<file path="src/rtl/core/scmd_pkg.sv">
// ----------------------------------------------------------------------------
// Serial command line parser package
// Shared constants, register indexes, result kinds and the result word type.
// ----------------------------------------------------------------------------
package scmd_pkg;

  // Binary frame geometry.
  localparam int FRAME_BYTES    = 10;
  localparam int END_MARK_INDEX = 9;
  localparam int COMMAND_INDEX  = 1;
  localparam int FILL_W         = (FRAME_BYTES > 1) ? $clog2(FRAME_BYTES) : 1;

  // Text line buffer.
  localparam int LINE_BUFFER = 64;
  localparam int RAW_W       = $clog2(LINE_BUFFER);

  // Normalised text window.
  localparam int NORM_SLOTS = 5;
  localparam logic [2:0] NORM_SAT = 3'd6;
  localparam logic [2:0] NO_ZERO  = 3'd7;
  localparam logic [2:0] SET_LEN  = 3'd5;

  // Configuration register indexes.
  localparam logic CFG_FRAME_START = 1'b0;
  localparam logic CFG_FRAME_END   = 1'b1;

  // Result kinds.
  localparam logic [2:0] KIND_BINARY      = 3'd0;
  localparam logic [2:0] KIND_SET_OUTPUT  = 3'd1;
  localparam logic [2:0] KIND_UNKNOWN_CMD = 3'd2;
  localparam logic [2:0] KIND_INVALID_SET = 3'd3;
  localparam logic [2:0] KIND_UNKNOWN_OUT = 3'd4;
  localparam logic [2:0] KIND_TOO_LONG    = 3'd5;

  // Output selections.
  localparam logic [2:0] SEL_OUT1 = 3'd0;
  localparam logic [2:0] SEL_OUT2 = 3'd1;
  localparam logic [2:0] SEL_OUT3 = 3'd2;
  localparam logic [2:0] SEL_5V   = 3'd3;
  localparam logic [2:0] SEL_BLUE = 3'd4;
  localparam logic [2:0] SEL_RED  = 3'd5;

  // Character codes.
  localparam logic [7:0] CH_CR    = 8'h0D;
  localparam logic [7:0] CH_LF    = 8'h0A;
  localparam logic [7:0] CH_TAB   = 8'h09;
  localparam logic [7:0] CH_SPACE = 8'h20;
  localparam logic [7:0] CH_NUL   = 8'h00;
  localparam logic [7:0] CH_S     = 8'h53;
  localparam logic [7:0] CH_0     = 8'h30;
  localparam logic [7:0] CH_1     = 8'h31;
  localparam logic [7:0] CH_2     = 8'h32;
  localparam logic [7:0] CH_3     = 8'h33;
  localparam logic [7:0] CH_5     = 8'h35;
  localparam logic [7:0] CH_B     = 8'h42;
  localparam logic [7:0] CH_R     = 8'h52;
  localparam logic [7:0] CH_LC_A  = 8'h61;
  localparam logic [7:0] CH_LC_Z  = 8'h7A;
  localparam logic [7:0] CASE_GAP = 8'h20;

  // One result word.
  typedef struct packed {
    logic [2:0]  kind;
    logic [15:0] command_word;
    logic [2:0]  output_select;
    logic        output_level;
  } result_t;

endpackage

</file>
<file path="src/rtl/core/serial_command_line_parser_unit.sv">
// ----------------------------------------------------------------------------
// Serial command line parser unit
// Takes received bytes, assembles binary command frames and text command
// lines, and gives one result word per finished frame or line.
// ----------------------------------------------------------------------------
// The byte that completes a frame or line is held in the input register; its
// result word is then loaded into the result register and offered on m_tvalid.
// Throughput: one byte per cycle; the input register keeps accepting while a
// result word waits, and stalls only when a second result meets a full
// result register. Reset clears the frame and line state, both registers and
// the configuration registers.
// ----------------------------------------------------------------------------
module serial_command_line_parser_unit
  import scmd_pkg::*;
(
  input  logic        clk,
  input  logic        rst,
  // Input stream: tdata = rx_byte[7:0].
  input  logic        s_tvalid,
  output logic        s_tready,
  input  logic [7:0]  s_tdata,
  // Result stream: tuser = result_kind[2:0].
  output logic        m_tvalid,
  input  logic        m_tready,
  // tdata = command_word[15:0], output_select[18:16], output_level[19], zero [23:20].
  output logic [23:0] m_tdata,
  output logic [2:0]  m_tuser,
  // Configuration write port.
  input  logic        cfg_we,
  input  logic        cfg_index,
  input  logic [7:0]  cfg_data
);

  logic       in_valid;
  logic [7:0] in_byte;
  logic [7:0] frame_start_byte;
  logic [7:0] frame_end_byte;
  logic       res_valid;
  result_t    res;
  result_t    out_word;
  logic       out_free;
  logic       advance;

  // The held byte moves on unless its result meets a full result register.
  assign out_free = !m_tvalid || m_tready;
  assign advance  = in_valid && (!res_valid || out_free);
  assign s_tready = !in_valid || advance;

  // Configuration registers.
  always_ff @(posedge clk) begin
    if (rst) begin
      frame_start_byte <= '0;
      frame_end_byte   <= '0;
    end else if (cfg_we) begin
      case (cfg_index)
        CFG_FRAME_START: frame_start_byte <= cfg_data;
        CFG_FRAME_END:   frame_end_byte   <= cfg_data;
        default:         ;
      endcase
    end
  end

  // Input register.
  always_ff @(posedge clk) begin
    if (rst) begin
      in_valid <= 1'b0;
    end else if (s_tready) begin
      in_valid <= s_tvalid;
    end
  end

  always_ff @(posedge clk) begin
    if (s_tvalid && s_tready) begin
      in_byte <= s_tdata;
    end
  end

  scmd_engine u_engine (
    .clk              (clk),
    .rst              (rst),
    .step             (advance),
    .rx_byte          (in_byte),
    .frame_start_byte (frame_start_byte),
    .frame_end_byte   (frame_end_byte),
    .res_valid        (res_valid),
    .res              (res)
  );

  // Result register.
  always_ff @(posedge clk) begin
    if (rst) begin
      m_tvalid <= 1'b0;
    end else if (advance && res_valid) begin
      m_tvalid <= 1'b1;
    end else if (m_tready) begin
      m_tvalid <= 1'b0;
    end
  end

  always_ff @(posedge clk) begin
    if (advance && res_valid) begin
      out_word <= res;
    end
  end

  assign m_tuser = out_word.kind;
  assign m_tdata = {4'b0000, out_word.output_level, out_word.output_select,
                    out_word.command_word};

endmodule

</file>
<file path="src/rtl/core/scmd_engine.sv">
// ----------------------------------------------------------------------------
// Serial command line parser engine
// Holds the frame and line state and works out, for the byte in hand, the
// next state and any result. State moves only when step is high.
// ----------------------------------------------------------------------------
module scmd_engine
  import scmd_pkg::*;
(
  input  logic       clk,
  input  logic       rst,
  input  logic       step,
  input  logic [7:0] rx_byte,
  input  logic [7:0] frame_start_byte,
  input  logic [7:0] frame_end_byte,
  output logic       res_valid,
  output result_t    res
);

  typedef struct packed {
    logic [NORM_SLOTS-1:0][7:0] chars;
    logic [2:0]                 count;
    logic [2:0]                 zpos;
  } norm_t;

  // Frame state.
  logic [FILL_W-1:0] frame_fill, frame_fill_next;
  logic [7:0]        frame_store [FRAME_BYTES];
  logic              store_first;

  // Line state.
  logic [RAW_W-1:0] raw_line_count, raw_line_count_next;
  logic             line_overflow, line_overflow_next;
  logic             gap_pending, gap_pending_next;
  norm_t            norm, norm_next;

  // Frame byte as seen once the byte in hand is stored; zero past the frame.
  function automatic logic [7:0] frame_byte(input int idx, input logic [FILL_W-1:0] fill,
                                            input logic [7:0] b);
    logic [7:0] v;
    v = CH_NUL;
    for (int i = 0; i < FRAME_BYTES; i++) begin
      if (i == idx) begin
        v = (fill == FILL_W'(i)) ? b : frame_store[i];
      end
    end
    return v;
  endfunction

  // Append one character to the normalised window.
  function automatic norm_t norm_put(input norm_t s, input logic [7:0] c);
    norm_t r;
    r = s;
    if (c == CH_NUL && s.zpos == NO_ZERO && s.count < NORM_SAT) begin
      r.zpos = s.count;
    end
    for (int i = 0; i < NORM_SLOTS; i++) begin
      if (s.count == 3'(i)) begin
        r.chars[i] = c;
      end
    end
    if (s.count < NORM_SAT) begin
      r.count = s.count + 3'd1;
    end
    return r;
  endfunction

  // Classify a finished line.
  function automatic result_t finish_line(input norm_t s);
    result_t    r;
    logic [2:0] len;
    r = '0;
    len = (s.zpos != NO_ZERO) ? s.zpos : s.count;
    if (s.chars[0] != CH_S) begin
      r.kind = KIND_UNKNOWN_CMD;
    end else if (len != SET_LEN || s.chars[1] != CH_SPACE || s.chars[3] != CH_SPACE ||
                 (s.chars[4] != CH_0 && s.chars[4] != CH_1)) begin
      r.kind = KIND_INVALID_SET;
    end else begin
      r.kind = KIND_SET_OUTPUT;
      r.output_level = (s.chars[4] == CH_1);
      case (s.chars[2])
        CH_1:    r.output_select = SEL_OUT1;
        CH_2:    r.output_select = SEL_OUT2;
        CH_3:    r.output_select = SEL_OUT3;
        CH_5:    r.output_select = SEL_5V;
        CH_B:    r.output_select = SEL_BLUE;
        CH_R:    r.output_select = SEL_RED;
        default: begin
          r.kind = KIND_UNKNOWN_OUT;
          r.output_level = 1'b0;
        end
      endcase
    end
    return r;
  endfunction

  // Next state and result for the byte in hand.
  always_comb begin
    logic [7:0] c;
    norm_t      n;
    frame_fill_next     = frame_fill;
    raw_line_count_next = raw_line_count;
    line_overflow_next  = line_overflow;
    gap_pending_next    = gap_pending;
    norm_next           = norm;
    store_first         = 1'b0;
    res_valid           = 1'b0;
    res                 = '0;
    c                   = rx_byte;
    n                   = norm;

    if (frame_fill != '0) begin
      // Inside a frame every byte is data.
      if (frame_fill == FILL_W'(FRAME_BYTES - 1)) begin
        frame_fill_next = '0;
        if (frame_byte(0, frame_fill, rx_byte) == frame_start_byte &&
            frame_byte(END_MARK_INDEX, frame_fill, rx_byte) == frame_end_byte) begin
          res_valid        = 1'b1;
          res.kind         = KIND_BINARY;
          res.command_word = {frame_byte(COMMAND_INDEX, frame_fill, rx_byte),
                              frame_byte(COMMAND_INDEX + 1, frame_fill, rx_byte)};
        end
      end else begin
        frame_fill_next = frame_fill + FILL_W'(1);
      end
    end else if (rx_byte == frame_start_byte) begin
      // Frame start drops any partial line.
      store_first         = 1'b1;
      frame_fill_next     = FILL_W'(1);
      raw_line_count_next = '0;
      line_overflow_next  = 1'b0;
      gap_pending_next    = 1'b0;
      norm_next.count     = '0;
      norm_next.zpos      = NO_ZERO;
    end else if (rx_byte == CH_CR || rx_byte == CH_LF) begin
      // End of line.
      if (line_overflow) begin
        res_valid = 1'b1;
        res.kind  = KIND_TOO_LONG;
      end else if (raw_line_count != '0 && norm.count != '0) begin
        res_valid = 1'b1;
        res       = finish_line(norm);
      end
      raw_line_count_next = '0;
      line_overflow_next  = 1'b0;
      gap_pending_next    = 1'b0;
      norm_next.count     = '0;
      norm_next.zpos      = NO_ZERO;
    end else if (!line_overflow) begin
      if (raw_line_count < RAW_W'(LINE_BUFFER - 1)) begin
        raw_line_count_next = raw_line_count + RAW_W'(1);
        if (rx_byte == CH_SPACE || rx_byte == CH_TAB) begin
          // Blanks fold into one pending gap, and leading blanks vanish.
          if (norm.count != '0) begin
            gap_pending_next = 1'b1;
          end
        end else begin
          if (gap_pending) begin
            n = norm_put(n, CH_SPACE);
            gap_pending_next = 1'b0;
          end
          if (rx_byte >= CH_LC_A && rx_byte <= CH_LC_Z) begin
            c = rx_byte - CASE_GAP;
          end
          norm_next = norm_put(n, c);
        end
      end else begin
        line_overflow_next = 1'b1;
      end
    end
  end

  // Control state and the normalised window.
  always_ff @(posedge clk) begin
    if (rst) begin
      frame_fill     <= '0;
      raw_line_count <= '0;
      line_overflow  <= 1'b0;
      gap_pending    <= 1'b0;
      norm.count     <= '0;
      norm.zpos      <= NO_ZERO;
    end else if (step) begin
      frame_fill     <= frame_fill_next;
      raw_line_count <= raw_line_count_next;
      line_overflow  <= line_overflow_next;
      gap_pending    <= gap_pending_next;
      norm.count     <= norm_next.count;
      norm.zpos      <= norm_next.zpos;
      norm.chars     <= norm_next.chars;
    end
  end

  // Frame payload store.
  always_ff @(posedge clk) begin
    if (step) begin
      for (int i = 0; i < FRAME_BYTES; i++) begin
        if ((store_first && i == 0) || (frame_fill != '0 && frame_fill == FILL_W'(i))) begin
          frame_store[i] <= rx_byte;
        end
      end
    end
  end

endmodule

</file>
<file path="config.mk">
export PLATFORM = sky130hd
export DESIGN_NAME = serial_command_line_parser_unit
export DESIGN_NICKNAME = d
export VERILOG_FILES = /design/src/rtl/core/scmd_pkg.sv /design/src/rtl/core/serial_command_line_parser_unit.sv /design/src/rtl/core/scmd_engine.sv
export SDC_FILE = /design/constraint.sdc
export NUM_CORES = 1
export LEC_CHECK = 0
export BUFFER_PORTS_ARGS = -buffer_cell sky130_fd_sc_hd__buf_2
export CAP_MARGIN = 10
export CORE_AREA = 5 5 150 152
export DETAILED_ROUTE_END_ITERATION = 8
export DIE_AREA = 0 0 155 157
export PLACE_DENSITY = 0.55
export SLEW_MARGIN = 20
export SYNTH_ARGS = -nofsm -noshare
export SYNTH_HDL_FRONTEND = slang
export SYNTH_SLANG_ARGS = --single-unit
</file>
<file path="constraint.sdc">
create_clock -name clk -period 4.2 [get_ports clk]
set_input_delay 0.63 -clock clk [delete_from_list [all_inputs] [get_ports clk]]
set_output_delay 0.63 -clock clk [all_outputs]
set_load 0.02 [all_outputs]
</file>
* Word level (Yosys, flattened, before mapping)
Memories as Yosys holds them, arrays and structs flattened.
Index checks and enable logic that the tools add are counted.
W data, S select, Z words.
** Storage, ports and cells
- Bits in registers :: 107
- Memory bits (writable) :: 80
- Input bits :: 22
- Output and inout bits :: 29
- Word-level logic and storage cells :: 297
- Memories kept :: 1
** Memory list
- u_engine.frame_store :: depth 10, bits a word 8, read ports 3, clocked after Yosys merged registers in 0, write ports 1, RTL line scmd_engine.sv:27 : logic [7:0] frame_store [FRAME_BYTES];
** Operators by class
- $add $sub $neg :: 5
- $lt $le $gt $ge :: 5
- Equality and inequality tests :: 52
- Mux-type cells :: 140
- Bitwise operators :: 9
- Reductions and logical operators :: 65
** Operators with widths (number)
- $mux W46 :: 7
- $mux W8 :: 33
- $reduce_or A8 Y1 :: 10
- $mux W23 :: 3
- $mux W1 :: 61
- $mux W4 :: 14
- $mux W6 :: 9
- $reduce_and A10 Y1 :: 5
- $eq A8 B6 Y1 const B :: 6
- $ne A8 B4 Y1 const B :: 5
- $ne A8 B5 Y1 const B :: 5
- $mux W19 :: 2
- $ne A8 B6 Y1 const B :: 4
- $eq A8 B4 Y1 const B :: 3
- $eq A8 B8 Y1 :: 3
- $mux W3 :: 8
- $mux W20 :: 1
- $logic_and A1 B1 Y1 :: 19
- $eq A4 B3 Y1 const B :: 4
- $eq A8 B7 Y1 const B :: 2
- $mux W16 :: 1
- $pmux W3 S5 :: 1
- $eq A3 B2 Y1 const B :: 4
- $reduce_and A5 Y1 :: 2
- 31 further kinds :: 64

* Depth between registers and ports, before layout
- Depth after elaboration :: 24
- Mapped depth :: 10
- Mapped depth without buffers :: 9

* Cells and area by module
A second synthesis with hierarchy kept.
** Second synthesis, totals
- Cell total of the unflattened synthesis :: 529
- Area total of the unflattened synthesis :: 6234.7 um^2
** Modules (own cells, without submodules)
- scmd_engine :: times used 1, cells an instance 418, area an instance 4571.9 um^2, seq. area each 2282.2 um^2
- serial_command_line_parser_unit :: times used 1, cells an instance 111, area an instance 1662.8 um^2, seq. area each 1291.2 um^2

* Worst setup path after synthesis
OpenSTA, ideal clock, no wires.
- Path type :: reg2reg
- Start point :: register u_engine.frame_fill[0]
- End point :: register out_word (netlist bit m_tdata[0]), enable pin
- Setup time :: 382 ps
- Data arrival time :: 2692 ps
- Data required time :: 3818 ps
- Setup slack :: 1126 ps
- Cell stages (with the launch flop) :: 9
- Buffers on the path :: 2
- Clock period less this slack :: 3074 ps
- Cell sequence :: dfxtp_1 > buf_6 > or4_4 > buf_6 > mux2i_1 > a2111oi_0 > nand4_1 > o21ai_1 > and2_1
** On the way
- Word-level cells in the longest chain between the ends :: 13
- Elaborated cells between the ends (all ways) :: 15
- Classes of those cells :: 2 x eq/ne; 6 x mux; 7 x reduce/logical
** RTL lines
- start, declared :: RTL line scmd_engine.sv:26 : logic [FILL_W-1:0] frame_fill, frame_fill_next;
- start signal, assigned :: RTL line scmd_engine.sv:183 : frame_fill <= frame_fill_next;
- $logic_not A4 Y1 :: RTL line scmd_engine.sv:43 : v = (fill == FILL_W'(i)) ? b : frame_store[i];
- $mux W8 :: RTL line scmd_engine.sv:43
- $mux W8 :: RTL line scmd_engine.sv:114 : if (frame_fill == FILL_W'(FRAME_BYTES - 1)) begin
- $mux W8 :: RTL line scmd_engine.sv:112 : if (frame_fill != '0) begin
- $eq A8 B8 Y1 :: RTL line scmd_engine.sv:116 : if (frame_byte(0, frame_fill, rx_byte) == frame_start_byte &&
- $logic_and A1 B1 Y1 :: RTL line scmd_engine.sv:116
- $mux W1 :: RTL line scmd_engine.sv:116
- $mux W1 :: RTL line scmd_engine.sv:114
- $mux W1 * :: RTL line scmd_engine.sv:112
- $logic_not A1 Y1 :: RTL line serial_command_line_parser_unit.sv:46 : assign advance = in_valid && (!res_valid || out_free);
- $logic_or A1 B1 Y1 :: RTL line serial_command_line_parser_unit.sv:46
- $logic_and A1 B1 Y1 :: RTL line serial_command_line_parser_unit.sv:46
- $logic_and A1 B1 Y1 * :: RTL line serial_command_line_parser_unit.sv:101 : if (advance && res_valid) begin
- end signal, assigned :: RTL line serial_command_line_parser_unit.sv:102 : out_word <= res;
- end, declared :: RTL line serial_command_line_parser_unit.sv:40 : result_t out_word;
Every way passes the cells marked *; elsewhere a longest branch is shown, timed or not. The select of a mux whose other input is x is not followed.
A chain may end at the register's enable or synchronous reset.

* Final worst setup path
- Start point :: register u_engine.frame_fill[1]
- End point :: output port s_tready
** On the way
- Word-level cells in the longest chain between the ends :: 13
- Elaborated cells between the ends (all ways) :: 15
- Classes of those cells :: 2 x eq/ne; 6 x mux; 7 x reduce/logical
** RTL lines
- $logic_not A4 Y1 :: RTL line scmd_engine.sv:43
- $mux W8 :: RTL line scmd_engine.sv:43
- $mux W8 :: RTL line scmd_engine.sv:114
- $mux W8 :: RTL line scmd_engine.sv:112
- $eq A8 B8 Y1 :: RTL line scmd_engine.sv:116
- $logic_and A1 B1 Y1 :: RTL line scmd_engine.sv:116
- $mux W1 :: RTL line scmd_engine.sv:116
- $mux W1 :: RTL line scmd_engine.sv:114
- $mux W1 * :: RTL line scmd_engine.sv:112
- $logic_not A1 Y1 * :: RTL line serial_command_line_parser_unit.sv:46
- $logic_or A1 B1 Y1 * :: RTL line serial_command_line_parser_unit.sv:46
- $logic_and A1 B1 Y1 * :: RTL line serial_command_line_parser_unit.sv:46
- $logic_or A1 B1 Y1 * :: RTL line serial_command_line_parser_unit.sv:47 : assign s_tready = !in_valid || advance;
- end, declared :: RTL line serial_command_line_parser_unit.sv:20 : output logic s_tready,
Marks and branches as above.

==> results.md <==
* Placement row count at 53
* Post-synth EDFFs at 95
* Met1 WL at 7270 µm
* IO buf count at 46
* Worst Setup Path Type: reg2out
* Slew HR at 0.412
* Finished Layout Cells at 907
* Antenna diodes at 0
* Metal3 WL at 950 µm
* Minimum clock period at 3.72 ns
* Number of CTS-inserted buffers at 17
* Fillers at 2114
* Vias in the first global route at 4343
* I/O pin count at 51
* Tightest Hold Check Type: in2reg
* CTS resizes at 0
* Final wirelength at 15000 µm
* Final Skew at 0.00546 ns
* Clock sinks at 131
* Die H at 157 µm
* Achievable Freq at 269 MHz
* Asr flop ratio synth at 0
* TritonCTS clock tree: built
* Mapped Area at 6160 µm²
* Yosys warns at 0
* WP data required at 3.57 ns
* Initial antenna violation count at 0
* Detailed router's first-iteration violation count at 372
* Crit path buf inv count at 2
* H-tree levels at 4
* Core area at 20900 µm²
* DRC Markers at 0
* Critical-path top delay cell: or4_4
* Initial Util at 0.295
* Tot GR Track Use at 0.127
* TritonRoute pass-1 iters at 5
* CP delay by family, top: simple AND/OR/NAND/NOR gates
* Syn Area/Cell at 10.8 µm²
* Setup Buffers After CTS at 0
* Result of the run: complete, no violations
* Share of layout cells above drive strength 1 at 0.160
* Uppermost layer routed: met4
* Die Width at 155 µm
* Setup_tns at 0 ns
* RSZ-0062 raised after global routing: no
* LEAKAGE at 2.70 nW
* CTS root buf: clkbuf_16
* Vias per cell at 4.97
* Synth Register Bits at 131
* Worst EP arrival at 3.09 ns
* Dpl hpwl at 10700 µm
* Max Transition Viols Final at 0
* WL/cell at 16.6 µm
* # setup viols final at 0
* CTS clock-pin slew for the worst setup and hold paths at 0.06 ns
* Register area share after synthesis at 0.580
* Critical Path Fanout Max at 17
* Clock tree buffer depth at 2
* Via count at 4505
* Main synth FF type: edfxtp_1
* DR WL met2 at 6520 µm
* Worst Max-Slew Pin Slew at 0.875 ns
* Crit end category: primary output
* Peak supply drop at 0.259 mV
* RD Place Congestion at 0.874
* Placed cell count at 875
* Largest net degree at the start of global routing at 41
* Synthesized instance count at 571
* Worst Setup Start Kind: flop
* DRT antenna net count at 0
* Number of library cell types mapped by synthesis at 66
* Aggregate global routing overflow at 0
* # hold bufs at CTS at 0
* Max Cap Viol at 0
* Die ar. at 24300 µm²
* Worst-skew pair later-pin latency at 0.42 ns
* Period utilisation layout at 0.885
* Pwr dens at 426 nW/µm²
* First-pass GRT wire length at 24100 µm
* Crit path cell chain: or4_4 -> mux2i_1 -> a2111oi_0 -> nand4_1 -> buf_4 -> o21ai_1 -> nand3_1 -> buf_2
* CP peak stage delay at 0.70 ns
* Layout Nets at 655
* Tot Pwr at 3.10 mW
* Final Hold Viols at 0
* Area Growth Syn to Fin at 18.1%
==> synthesized netlist by cell type, types with 2 or more instances <==
master     number  area share
and3b_1         2      0.0028
buf_4           5      0.0061
and2_1         10       0.010
nand4_1        11       0.011
a2bb2oi_1       2      0.0028
a31oi_1        11       0.011
a41oi_1         2      0.0028
ha_1           14       0.028
or4_1           4      0.0049
o21a_1          2      0.0024
and3_1         16       0.016
nor4b_1         4      0.0057
mux2i_1        14       0.023
buf_2           8      0.0065
nor3b_1         2      0.0024
nor2_1         54       0.033
nand3_1        18       0.015
buf_1           3      0.0018
o31ai_1         4      0.0049
nand2b_1        4      0.0041
a21oi_1        42       0.034
o32ai_1         2      0.0028
o211ai_1        2      0.0024
nor3_1          6      0.0049
nor4_1         11       0.011
or3_1           2      0.0020
nor2b_1         7      0.0071
xor2_1         12       0.017
o41ai_1         3      0.0043
clkbuf_1       15      0.0091
or2_2           2      0.0020
edfxtp_1       95        0.46
nand2_1        70       0.043
dfxtp_1        36        0.12
o311ai_0        3      0.0043
inv_1          21       0.013
xnor2_1        11       0.016
a221oi_1        2      0.0028
o21ai_0        11      0.0089
buf_6           2      0.0037
==> kinds of logic (layout without fill, tap and decap cells) <==
group / Yosys count / count (layout) / synth area share
simple gates: 233 / 233 / 0.191
flops: 131 / 131 / 0.580
buf+inv: 55 / 113 / 0.0406
xor+xnor: 23 / 23 / 0.0327
other cells: 1 / 4 / 0.000609
mux: 15 / 15 / 0.0252
fa+ha+maj: 14 / 14 / 0.0284
compound gates: 99 / 99 / 0.102
==> layout by cell type (no fill, tap or decap), drive strengths merged, types with 3 or more instances in the layout <==
cell,n
edfxtp,95
nand2,71
buf,59
nor2,54
a21oi,42
dfxtp,36
inv,22
nand3,18
clkbuf,18
and3,16
mux2i,14
ha,14
o21ai,13
xor2,12
nand4,12
xnor2,11
a31oi,11
nor4,11
and2,10
clkinv,10
nor2b,7
nor3,7
or4,5
nand2b,4
nor4b,4
o31ai,4
conb,4
o41ai,3
o311ai,3
bufinv,3
nor3b,3
==> area by class of cell <==
cell class,instances,area [µm²],area share
Inverter,22,82.6,0.0113
Timing Repair Buffer,59,328,0.0451
Tap cell,275,344,0.0473
Sequential cell,131,3570,0.491
Multi-Input combinational cell,388,2360,0.324
Clock buffer,18,429,0.0590
Clock inverter,14,163,0.0224
==> metal layers <==
layer / global-route usage / vias to the layer above
met1: 0.180 / 2140
met3: 0.0357 / 21
li1: - / 2183
met4: 0.0542 / 0
met2: 0.183 / 161
met5: 0 / -
==> registers in the layout, indices dropped and copies added, names as in the netlist <==
register,cells
in_valid,1
u_engine.frame_store,24
m_tvalid,1
u_engine.line_overflow,1
u_engine.gap_pending,1
m_tdata,20
frame_end_byte,8
m_tuser,3
u_engine.frame_fill,4
u_engine.raw_line_count,6
in_byte,8
u_engine.norm,46
frame_start_byte,8
==> report_power, final <==
group / switching (mW) / internal, mW / total (mW)
combinational: 0.115 / 0.0671 / 0.182
clock: 0.543 / 0.929 / 1.47
sequential: 0.0371 / 1.41 / 1.45
==> stage by stage <==
| step | setup slack [ns] | util | instance area, µm² | hold slack [ns] |
|---|---|---|---|---|
| finish | 0.484 | 0.348 | 7280 | 0.386 |
| global route | 0.264 | 0.348 | 7280 | 0.361 |
| CTS | 0.467 | 0.348 | 7280 | 0.360 |
| detailed placement | 0.730 | 0.320 | 6680 | 0.473 |
| global placement | 0.926 | 0.320 | 6680 | 0.472 |
| floorplan | 1.13 | - | 6170 | 0.449 |
==> worst paths after layout <==
kind	start	end	slack (ns)	cells past startpoint
worst max-delay path	u_engine.frame_fill[1]	s_tready	0.48	8
worst max register to register	in_byte[1]	u_engine.norm[39]	0.61	7
worst min-delay path	s_tdata[6]	in_byte[6]	0.39	1
worst min register to register	frame_end_byte[4]	frame_end_byte[4]	0.49	2
(Power assumes the default switching activity.)
